File: config.mk
export PLATFORM = sky130hd
export DESIGN_NAME = sof_len_cmd_xor_deframer_top_flat
export DESIGN_NICKNAME = d
export VERILOG_FILES = /design/src/sv/sld_pkg.sv /design/src/sv/sld_if.sv /design/src/sv/sld_parser.sv /design/src/sv/sld_skid.sv /design/src/sv/sof_len_cmd_xor_deframer_top.sv /design/src/flat_wrapper.sv
export SDC_FILE = /design/constraint.sdc
export NUM_CORES = 1
export LEC_CHECK = 0
export BUFFER_PORTS_ARGS = -buffer_cell sky130_fd_sc_hd__buf_2
export CORE_MARGIN = 2
export CORE_UTILIZATION = 30
export CTS_BUF_LIST = sky130_fd_sc_hd__clkbuf_8
export DETAILED_ROUTE_END_ITERATION = 6
export PLACE_DENSITY = 0.55
export SLEW_MARGIN = 20
export SYNTH_ARGS = -nofsm -noshare
export SYNTH_HDL_FRONTEND = slang
export SYNTH_HIERARCHICAL = 1
export SYNTH_SLANG_ARGS = --single-unit
File: constraint.sdc
create_clock -name clk_i -period 5.2 [get_ports clk_i]
set_clock_uncertainty 0.1 [all_clocks]
set_input_delay 0.26 -clock clk_i [delete_from_list [all_inputs] [get_ports clk_i]]
set_output_delay 0.26 -clock clk_i [all_outputs]
set_load 0.005 [all_outputs]
File: src/sv/sld_pkg.sv
`timescale 1ns / 1ps
`default_nettype none
// ----------------------------------------------------------------------------
// sld_pkg: shared types and constants of the frame deframer
// record kinds, the record layout and the framing constants
// ----------------------------------------------------------------------------
package sld_pkg;

  localparam logic [7:0] START_BYTE  = 8'hFE;
  localparam logic [7:0] MAX_LEN_RST = 8'd250;

  typedef enum logic [1:0] {
    KIND_HEADER   = 2'd0,
    KIND_PAYLOAD  = 2'd1,
    KIND_FRAME_END = 2'd2,
    KIND_LEN_LONG = 2'd3
  } rec_kind_e;

  typedef struct packed {
    rec_kind_e   kind;
    logic [7:0]  frame_len;
    logic [15:0] command_word;
    logic [7:0]  payload_byte;
    logic [7:0]  payload_index;
    logic        check_ok;
    logic        last;
  } rec_t;

endpackage
`default_nettype wire

File: src/sv/sld_if.sv
`timescale 1ns / 1ps
`default_nettype none
// ----------------------------------------------------------------------------
// sld_if: byte and record channels of the frame deframer
// valid/ready channels with a source and a sink side
// ----------------------------------------------------------------------------
interface sld_byte_if;
  logic       valid;
  logic       ready;
  logic [7:0] rx_byte;

  modport source (output valid, output rx_byte, input ready);
  modport sink (input valid, input rx_byte, output ready);
endinterface

interface sld_rec_if;
  logic        valid;
  logic        ready;
  logic [1:0]  rec_kind;
  logic [7:0]  frame_len;
  logic [15:0] command_word;
  logic [7:0]  payload_byte;
  logic [7:0]  payload_index;
  logic        check_ok;
  logic        last;

  modport source (output valid, output rec_kind, output frame_len, output command_word,
                  output payload_byte, output payload_index, output check_ok,
                  output last, input ready);
  modport sink (input valid, input rec_kind, input frame_len, input command_word,
                input payload_byte, input payload_index, input check_ok,
                input last, output ready);
endinterface
`default_nettype wire

File: src/sv/sld_parser.sv
`timescale 1ns / 1ps
`default_nettype none
// ----------------------------------------------------------------------------
// sld_parser: frame phase tracking and record formation
// consumes one byte per accept and forms at most one record from it
// ----------------------------------------------------------------------------
module sld_parser
  import sld_pkg::*;
(
  input  wire logic       clk_i,
  input  wire logic       rst_ni,
  input  wire logic       take_i,
  input  wire logic [7:0] byte_i,
  input  wire logic [7:0] max_len_i,
  output logic            rec_valid_o,
  output rec_t            rec_o
);

  typedef enum logic [2:0] {
    PH_HUNT  = 3'd0,
    PH_LEN   = 3'd1,
    PH_CMD0  = 3'd2,
    PH_CMD1  = 3'd3,
    PH_DATA  = 3'd4,
    PH_CHECK = 3'd5
  } phase_e;

  phase_e     phase_q, phase_d;
  logic [7:0] len_q, len_d;
  logic [7:0] cmd0_q, cmd0_d;
  logic [7:0] cmd1_q, cmd1_d;
  logic [7:0] cnt_q, cnt_d;
  logic [7:0] xor_q, xor_d;
  logic       has_rec;
  logic [8:0] cnt_inc;

  assign cnt_inc = {1'b0, cnt_q} + 9'd1;

  always_comb begin
    phase_d = phase_q;
    len_d   = len_q;
    cmd0_d  = cmd0_q;
    cmd1_d  = cmd1_q;
    cnt_d   = cnt_q;
    xor_d   = xor_q;
    has_rec = 1'b0;
    rec_o   = '{kind: KIND_HEADER, frame_len: len_q, command_word: {cmd1_q, cmd0_q},
                payload_byte: 8'd0, payload_index: 8'd0, check_ok: 1'b0, last: 1'b0};
    unique case (phase_q)
      PH_LEN: begin
        len_d = byte_i;
        rec_o.frame_len = byte_i;
        if (byte_i > max_len_i) begin
          has_rec            = 1'b1;
          rec_o.kind         = KIND_LEN_LONG;
          rec_o.command_word = 16'd0;
          rec_o.last         = 1'b1;
          phase_d            = PH_HUNT;
        end else begin
          xor_d   = byte_i;
          phase_d = PH_CMD0;
        end
      end
      PH_CMD0: begin
        cmd0_d  = byte_i;
        xor_d   = xor_q ^ byte_i;
        phase_d = PH_CMD1;
      end
      PH_CMD1: begin
        cmd1_d             = byte_i;
        xor_d              = xor_q ^ byte_i;
        cnt_d              = 8'd0;
        has_rec            = 1'b1;
        rec_o.command_word = {byte_i, cmd0_q};
        phase_d            = (len_q == 8'd0) ? PH_CHECK : PH_DATA;
      end
      PH_DATA: begin
        has_rec             = 1'b1;
        rec_o.kind          = KIND_PAYLOAD;
        rec_o.payload_byte  = byte_i;
        rec_o.payload_index = cnt_q;
        xor_d               = xor_q ^ byte_i;
        cnt_d               = cnt_inc[7:0];
        if (cnt_inc >= {1'b0, len_q}) begin
          phase_d = PH_CHECK;
        end
      end
      PH_CHECK: begin
        has_rec        = 1'b1;
        rec_o.kind     = KIND_FRAME_END;
        rec_o.check_ok = (byte_i == xor_q);
        rec_o.last     = 1'b1;
        phase_d        = PH_HUNT;
      end
      default: begin
        phase_d = (byte_i == START_BYTE) ? PH_LEN : PH_HUNT;
      end
    endcase
  end

  assign rec_valid_o = take_i && has_rec;

  always_ff @(posedge clk_i or negedge rst_ni) begin
    if (!rst_ni) begin
      phase_q <= PH_HUNT;
      len_q   <= 8'd0;
      cmd0_q  <= 8'd0;
      cmd1_q  <= 8'd0;
      cnt_q   <= 8'd0;
      xor_q   <= 8'd0;
    end else if (take_i) begin
      phase_q <= phase_d;
      len_q   <= len_d;
      cmd0_q  <= cmd0_d;
      cmd1_q  <= cmd1_d;
      cnt_q   <= cnt_d;
      xor_q   <= xor_d;
    end
  end

endmodule
`default_nettype wire

File: src/sv/sld_skid.sv
`timescale 1ns / 1ps
`default_nettype none
// ----------------------------------------------------------------------------
// sld_skid: output register with skid stage
// takes one more record while the sink stalls
// ----------------------------------------------------------------------------
module sld_skid
  import sld_pkg::*;
(
  input  wire logic clk_i,
  input  wire logic rst_ni,
  input  wire logic in_valid_i,
  output logic      in_ready_o,
  input  wire rec_t in_data_i,
  output logic      out_valid_o,
  input  wire logic out_ready_i,
  output rec_t      out_data_o
);

  logic main_valid_q;
  logic skid_valid_q;
  rec_t main_q;
  rec_t skid_q;

  assign in_ready_o  = !skid_valid_q;
  assign out_valid_o = main_valid_q;
  assign out_data_o  = main_q;

  always_ff @(posedge clk_i or negedge rst_ni) begin
    if (!rst_ni) begin
      main_valid_q <= 1'b0;
      skid_valid_q <= 1'b0;
    end else if (out_ready_i || !main_valid_q) begin
      if (skid_valid_q) begin
        main_valid_q <= 1'b1;
        skid_valid_q <= 1'b0;
      end else begin
        main_valid_q <= in_valid_i;
      end
    end else if (in_valid_i && !skid_valid_q) begin
      skid_valid_q <= 1'b1;
    end
  end

  // payload registers, no reset
  always_ff @(posedge clk_i) begin
    if (out_ready_i || !main_valid_q) begin
      main_q <= skid_valid_q ? skid_q : in_data_i;
    end else if (in_valid_i && !skid_valid_q) begin
      skid_q <= in_data_i;
    end
  end

endmodule
`default_nettype wire

File: src/sv/sof_len_cmd_xor_deframer_top.sv
`timescale 1ns / 1ps
`default_nettype none
// a record is held in the output register, or first in the skid entry if the sink stalls
// throughput: one byte per cycle unless stalled; parser state is updated every accept
// while the sink stalls, bytes keep flowing until one more record lands in the skid
// entry, then ready drops
// reset: parser hunts for the start byte, all captured fields cleared, limit set to 250
// ----------------------------------------------------------------------------
// sof_len_cmd_xor_deframer_top: start/length/command/xor frame deframer
// parses received bytes into header, payload and frame-end records
// ----------------------------------------------------------------------------
module sof_len_cmd_xor_deframer_top
  import sld_pkg::*;
(
  input  wire logic       clk_i,
  input  wire logic       rst_ni,
  input  wire logic       cfg_we_i,
  input  wire logic [7:0] cfg_wdata_i,
  sld_byte_if.sink        rx_i,
  sld_rec_if.source       rec_o
);

  // payload length limit, compared only when the length byte arrives
  logic [7:0] max_len_q;

  // request handshake toward the parser
  logic take;
  logic skid_ready;
  logic rec_valid;
  rec_t rec;
  rec_t out_rec;

  always_ff @(posedge clk_i or negedge rst_ni) begin
    if (!rst_ni) begin
      max_len_q <= MAX_LEN_RST;
    end else if (cfg_we_i) begin
      max_len_q <= cfg_wdata_i;
    end
  end

  // bytes are taken whenever the skid stage has room, even if no record results
  assign rx_i.ready = skid_ready;
  assign take       = rx_i.valid && skid_ready;

  sld_parser u_parser (
    .clk_i       (clk_i),
    .rst_ni      (rst_ni),
    .take_i      (take),
    .byte_i      (rx_i.rx_byte),
    .max_len_i   (max_len_q),
    .rec_valid_o (rec_valid),
    .rec_o       (rec)
  );

  // output register plus skid entry
  sld_skid u_skid (
    .clk_i       (clk_i),
    .rst_ni      (rst_ni),
    .in_valid_i  (rec_valid),
    .in_ready_o  (skid_ready),
    .in_data_i   (rec),
    .out_valid_o (rec_o.valid),
    .out_ready_i (rec_o.ready),
    .out_data_o  (out_rec)
  );

  assign rec_o.rec_kind      = out_rec.kind;
  assign rec_o.frame_len     = out_rec.frame_len;
  assign rec_o.command_word  = out_rec.command_word;
  assign rec_o.payload_byte  = out_rec.payload_byte;
  assign rec_o.payload_index = out_rec.payload_index;
  assign rec_o.check_ok      = out_rec.check_ok;
  assign rec_o.last          = out_rec.last;

  // a stalled skid entry means the output register is holding a record
  assert property (@(posedge clk_i) disable iff (!rst_ni)
    !skid_ready |-> rec_o.valid)
    else $error("skid entry held while output register empty");

  // payload index stays below the frame length
  assert property (@(posedge clk_i) disable iff (!rst_ni)
    rec_valid && rec.kind == KIND_PAYLOAD |-> rec.payload_index < rec.frame_len)
    else $error("payload index beyond frame length");

  // frame end and length-too-long records close the frame
  assert property (@(posedge clk_i) disable iff (!rst_ni)
    rec_valid && (rec.kind == KIND_FRAME_END || rec.kind == KIND_LEN_LONG) |-> rec.last)
    else $error("closing record without last mark");

  // a record is only formed from an accepted byte
  assert property (@(posedge clk_i) disable iff (!rst_ni)
    rec_valid |-> take)
    else $error("record formed without an accepted byte");

endmodule
`default_nettype wire
File: src/flat_wrapper.sv
// flat-port wrapper written by rule: the top's interface ports become plain ports
module sof_len_cmd_xor_deframer_top_flat import sld_pkg::*;
  (clk_i, rst_ni, cfg_we_i, cfg_wdata_i, rx_i_valid, rx_i_rx_byte, rx_i_ready, rec_o_valid, rec_o_rec_kind, rec_o_frame_len, rec_o_command_word, rec_o_payload_byte, rec_o_payload_index, rec_o_check_ok, rec_o_last, rec_o_ready);
  sld_byte_if rx_i_i ();
  sld_rec_if rec_o_i ();
  input  wire logic clk_i;
  input  wire logic rst_ni;
  input  wire logic cfg_we_i;
  input  wire logic [7:0] cfg_wdata_i;
  input wire logic [$bits(rx_i_i.valid)-1:0] rx_i_valid;
  input wire logic [$bits(rx_i_i.rx_byte)-1:0] rx_i_rx_byte;
  output wire logic [$bits(rx_i_i.ready)-1:0] rx_i_ready;
  output wire logic [$bits(rec_o_i.valid)-1:0] rec_o_valid;
  output wire logic [$bits(rec_o_i.rec_kind)-1:0] rec_o_rec_kind;
  output wire logic [$bits(rec_o_i.frame_len)-1:0] rec_o_frame_len;
  output wire logic [$bits(rec_o_i.command_word)-1:0] rec_o_command_word;
  output wire logic [$bits(rec_o_i.payload_byte)-1:0] rec_o_payload_byte;
  output wire logic [$bits(rec_o_i.payload_index)-1:0] rec_o_payload_index;
  output wire logic [$bits(rec_o_i.check_ok)-1:0] rec_o_check_ok;
  output wire logic [$bits(rec_o_i.last)-1:0] rec_o_last;
  input wire logic [$bits(rec_o_i.ready)-1:0] rec_o_ready;
  assign rx_i_i.valid = rx_i_valid;
  assign rx_i_i.rx_byte = rx_i_rx_byte;
  assign rx_i_ready = rx_i_i.ready;
  assign rec_o_valid = rec_o_i.valid;
  assign rec_o_rec_kind = rec_o_i.rec_kind;
  assign rec_o_frame_len = rec_o_i.frame_len;
  assign rec_o_command_word = rec_o_i.command_word;
  assign rec_o_payload_byte = rec_o_i.payload_byte;
  assign rec_o_payload_index = rec_o_i.payload_index;
  assign rec_o_check_ok = rec_o_i.check_ok;
  assign rec_o_last = rec_o_i.last;
  assign rec_o_i.ready = rec_o_ready;
  sof_len_cmd_xor_deframer_top u_core (.clk_i(clk_i), .rst_ni(rst_ni), .cfg_we_i(cfg_we_i), .cfg_wdata_i(cfg_wdata_i), .rx_i(rx_i_i), .rec_o(rec_o_i));
endmodule
==> reports/results.env <==
STATUS='finished, final reports clean'
GRT-OVFL-TOTAL=0
SETUP_VIOL=0
CRITICAL_PATH.ENDPOINT='u_core/u_skid/skid_q[13]'
TIMING.SLEW.HEADROOM_PCT=50.4
CLOCK_SINK_COUNT=141
TOT_PWR_mW=2.63
SLOWEST_DELAY_PS=540
PLACEDCELLCOUNT=797
VIA_COUNT=3918
POST_DRT_VIA_CELL_RATIO=4.68
SETUP.WORST_PATH.CLASS='reg2reg'
PIN_COUNT_OF_THE_BIGGEST_NET_ENTERING_GLOBAL_ROUTING=54
POWER_LEAKAGE_nW=3.23
PATH_CELLS='inv_1, ha_1, nor2b_1, o211ai_1, a211oi_2, or2_4, o21ai_4, a21boi_1, nor3b_2, buf_4'
CRITPATHLAUNCH='u_core/max_len_q[1]'
SYNTH_FLOP_CELL='edfxtp_1'
DRC=0
AREA_INSIDE_THE_CORE_BOUNDARY_UM2=21700
SYN_AVG_CELL_AREA_UM2=14.0
WORSTREG2REGEND='u_core/u_skid/skid_q[13]'
TIMING.FINAL.HOLD_VIOLATIONS=0
DRIVE_ABOVE_1_SHARE_PCT=35.1
TIMING.REG2REG.SETUP_SLACK_PS=2150
SYNTHDISTINCTLIBCELLS=57
MAX_SLEW_VIOLATIONS=0
BUFFER_PORTS.INSERTED=66
TIMING.CRITICAL_PATH.ARRIVAL_PS=3070
GROUTE.USAGE.OVERALL_PCT=12.1
PLACE.DETAILED.HPWL_UM=9510
ASYNC_RESET_FF_SHARE_PCT=37.6
LAYOUT.CELLS.MOST_COMMON='edfxtp_1'
FILLERINSTANCES=2111
ROWS=54
SETUP.WORST_PATH.START_CLASS='flip-flop'
FINAL_NET_COUNT=584
SEQUENTIAL_SHARE_OF_THE_SYNTHESIZED_AREA_PCT=60.3
BOUNDARYPINS=67
CLOCK_SLEW_SEEN_BY_THE_REGISTERS_OF_THE_WORST_SETUP_AND_HOLD_PATHS_PS=80
FINISH.CELL_COUNT_WITHOUT_FILLERS=838
NUMBER_OF_BUFFERS_ADDED_BY_THE_CLOCK_TREE_SYNTHESIS_STEP=17
HOLD_PATH_CLASS='in2reg'
DIE-HEIGHT_UM=152
GRT_FIRST_PASS_WIRELENGTH_UM=22100
PWR_CELL_AREA_nW_PER_UM2=344
DETAIL_ROUTE.ITER0.VIOLATIONS=270
START_UTIL_PCT=30.4
INITIAL_ANTENNA_VIOLATION_COUNT=0
REG_TO_REG_START='u_core/max_len_q[1]'
AREAGROWTHSYNTHTOFINISH_PCT=15.8
YOSYSWARNINGS=6
LAYOUT.CELLS.MOST_COMMON_LIST='88 x edfxtp_1, 66 x buf_2, 46 x dfrtp_1, 35 x mux2_4, 34 x mux2_2'
H_TREE_LEVELS=4
HOLD_DEPTH=2
PERIOD_NEEDED_PS=3050
SYNTH_CELLS=471
AVGROUTEDWIREPERCELL_UM=16.3
REQUIRED_PS=5220
NUMBER_OF_GLOBAL_ROUTE_VIAS_BEFORE_REPAIR=3892
SYNTH_AREA_UM2=6590
CTS_TREE='built'
CLK_BUF_DEPTH=2
CTSROOTBUFFERMASTER='clkbuf_8'
DRT-PASS1-ITER-COUNT=4
DIODES=0
RSZ_0062_RAISED_AFTER_GLOBAL_ROUTING='no'
CRIT_FANOUT=29
CAP_VIOL_MAX_COUNT=0
WORST_IR_DROP_VDD_mV=0.131
SYNTH_ENABLE_FLOP_CELLS=88
DIEWIDTH_UM=152
GPL.FINAL_WEIGHTED_CONGESTION=0.783
WORST_SETUP_PATH_END_KIND='flip-flop'
YS_SEQ_ELEMENTS=141
TIMING.CRITICAL_PATH.SLOWEST_STAGE_CELL='dfstp_2'
RR_WORST_DEPTH=10
FMAXACHIEVABLE_MHz=328
TNS_PS=0
WORST_SKEW_PAIR.LATE_LATENCY_PS=460
DRT_WL_TOTAL_UM=13700
TIGHTESTPINTRANSITION_PS=743
POSTROUTEANTENNANETS=0
SYNTH_NET_COUNT=510
SHARE_OF_THE_CYCLE_NEEDED_BY_THE_CRITICAL_PATH_AFTER_ROUTING_PCT=58.7
DIE-AREA_UM2=23200
metrics by stage:
| stage | setup slack, ps | area (um^2) | util (%) | hold slack (ps) |
|---|---|---|---|---|
| final | 2150 | 7630 | 35.2 | 51.3 |
| after global placement | 2250 | 7170 | 33.1 | 344 |
| after global routing | 1970 | 7630 | 35.2 | 52.5 |
| after CTS | 2140 | 7630 | 35.2 | 31.8 |
| after detailed placement | 2160 | 7170 | 33.1 | 361 |
| after floorplan | -519 | 6600 | - | -136 |
sequential cells by signal, summed over array words and instances, names as in the netlist:
name	cells
u_core/max_len_q	8
u_core/u_parser/cmd0_q	8
u_core/u_parser/cmd1_q	8
u_core/u_parser/cnt_q	8
u_core/u_parser/len_q	8
u_core/u_parser/phase_q	3
u_core/u_parser/xor_q	8
u_core/u_skid/out_data_o	44
u_core/u_skid/out_valid_o	1
u_core/u_skid/skid_q	44
u_core/u_skid/skid_valid_q	1
cell usage after synthesis, types with 2 or more instances:
master | instances | share of area, %
inv_1 | 18 | 1.0
clkbuf_1 | 11 | 0.63
ha_1 | 18 | 3.4
nor4_1 | 5 | 0.47
buf_2 | 5 | 0.38
a311oi_1 | 7 | 0.93
buf_4 | 2 | 0.23
dfstp_2 | 6 | 2.4
dfrtp_1 | 47 | 18
nor2_1 | 16 | 0.91
xor2_1 | 8 | 1.1
a211oi_1 | 2 | 0.23
mux2_4 | 35 | 8.0
nor3_4 | 2 | 0.49
mux2_2 | 34 | 5.8
o21ai_0 | 24 | 1.8
or2_2 | 2 | 0.19
nand2_1 | 29 | 1.7
a21oi_1 | 13 | 0.99
a22o_1 | 8 | 1.1
nand2b_1 | 2 | 0.19
a211oi_2 | 2 | 0.38
o21ai_2 | 2 | 0.27
nand3_1 | 10 | 0.76
nand4_1 | 3 | 0.28
buf_6 | 6 | 1.0
edfxtp_1 | 88 | 40
xnor2_1 | 6 | 0.80
a32o_1 | 4 | 0.61
a21o_1 | 2 | 0.23
a21oi_2 | 2 | 0.27
and2_1 | 26 | 2.5
o21ai_1 | 2 | 0.15
critical path, delay by kind of cell (launching register included):
family	cells	cell delay (ps)
buffers and inverters	2	430
AND/OR/NAND/NOR	3	560
adder cells (fa/ha/maj)	1	280
AO/OA/AOI/OAI	4	770
flip-flops	1	540
report_power, final:
group | internal [mW] | switching (mW)
combinational | 0.223 | 0.184
sequential | 1.33 | 0.0544
clock | 0.384 | 0.454
total | 1.94 | 0.693
metal layers:
metal | global-route usage (%) | wire (um)
met1 | 16.9 | 6550
met2 | 18.1 | 6320
met3 | 3.21 | 616
met4 | 4.72 | 175
met5 | 0 | 0
worst min-delay path by stage:
stage / start / end / slack (ps)
6_report: rx_i_rx_byte[0] / u_core/u_parser/xor_q[0] / 50
5_1_grt: rx_i_rx_byte[0] / u_core/u_parser/xor_q[0] / 50
4_1_cts: rx_i_rx_byte[0] / u_core/u_parser/xor_q[0] / 30
3_5_place_dp: rst_ni / u_core/u_parser/cnt_q[5] / 360
3_3_place_gp: rst_ni / u_core/u_parser/cnt_q[0] / 340
2_1_floorplan: rst_ni / u_core/max_len_q[0] / -140
kinds of logic after synthesis:
family / share of synthesized area [%]
xor gates and xnor gates: 1.86
buffers and inverters: 3.47
adders and majority gates: 3.57
AOI/OAI and AO/OA: 8.60
muxes: 13.9
DFF: 60.3
and+or+nand+nor: 8.27
final cells by class:
class	count	area (um^2)	share of cell area, %
multi-input cells	285	2400	31.4
flip-flops and latches	141	3980	52.1
clock inverters	15	138	1.80
inverters	19	71.3	0.934
well taps	280	350	4.59
repair buffers	81	465	6.10
clock buffers	17	234	3.06
timing repair:
| action | in CTS | in global routing |
|---|---|---|
| hold buffers | 9 | 0 |
| buffers inserted | 0 | 0 |
| gates resized for setup | 0 | 0 |
| hold endpoints to repair | 55 | 0 |
No activity file was read; power rests on OpenSTA's default activity.
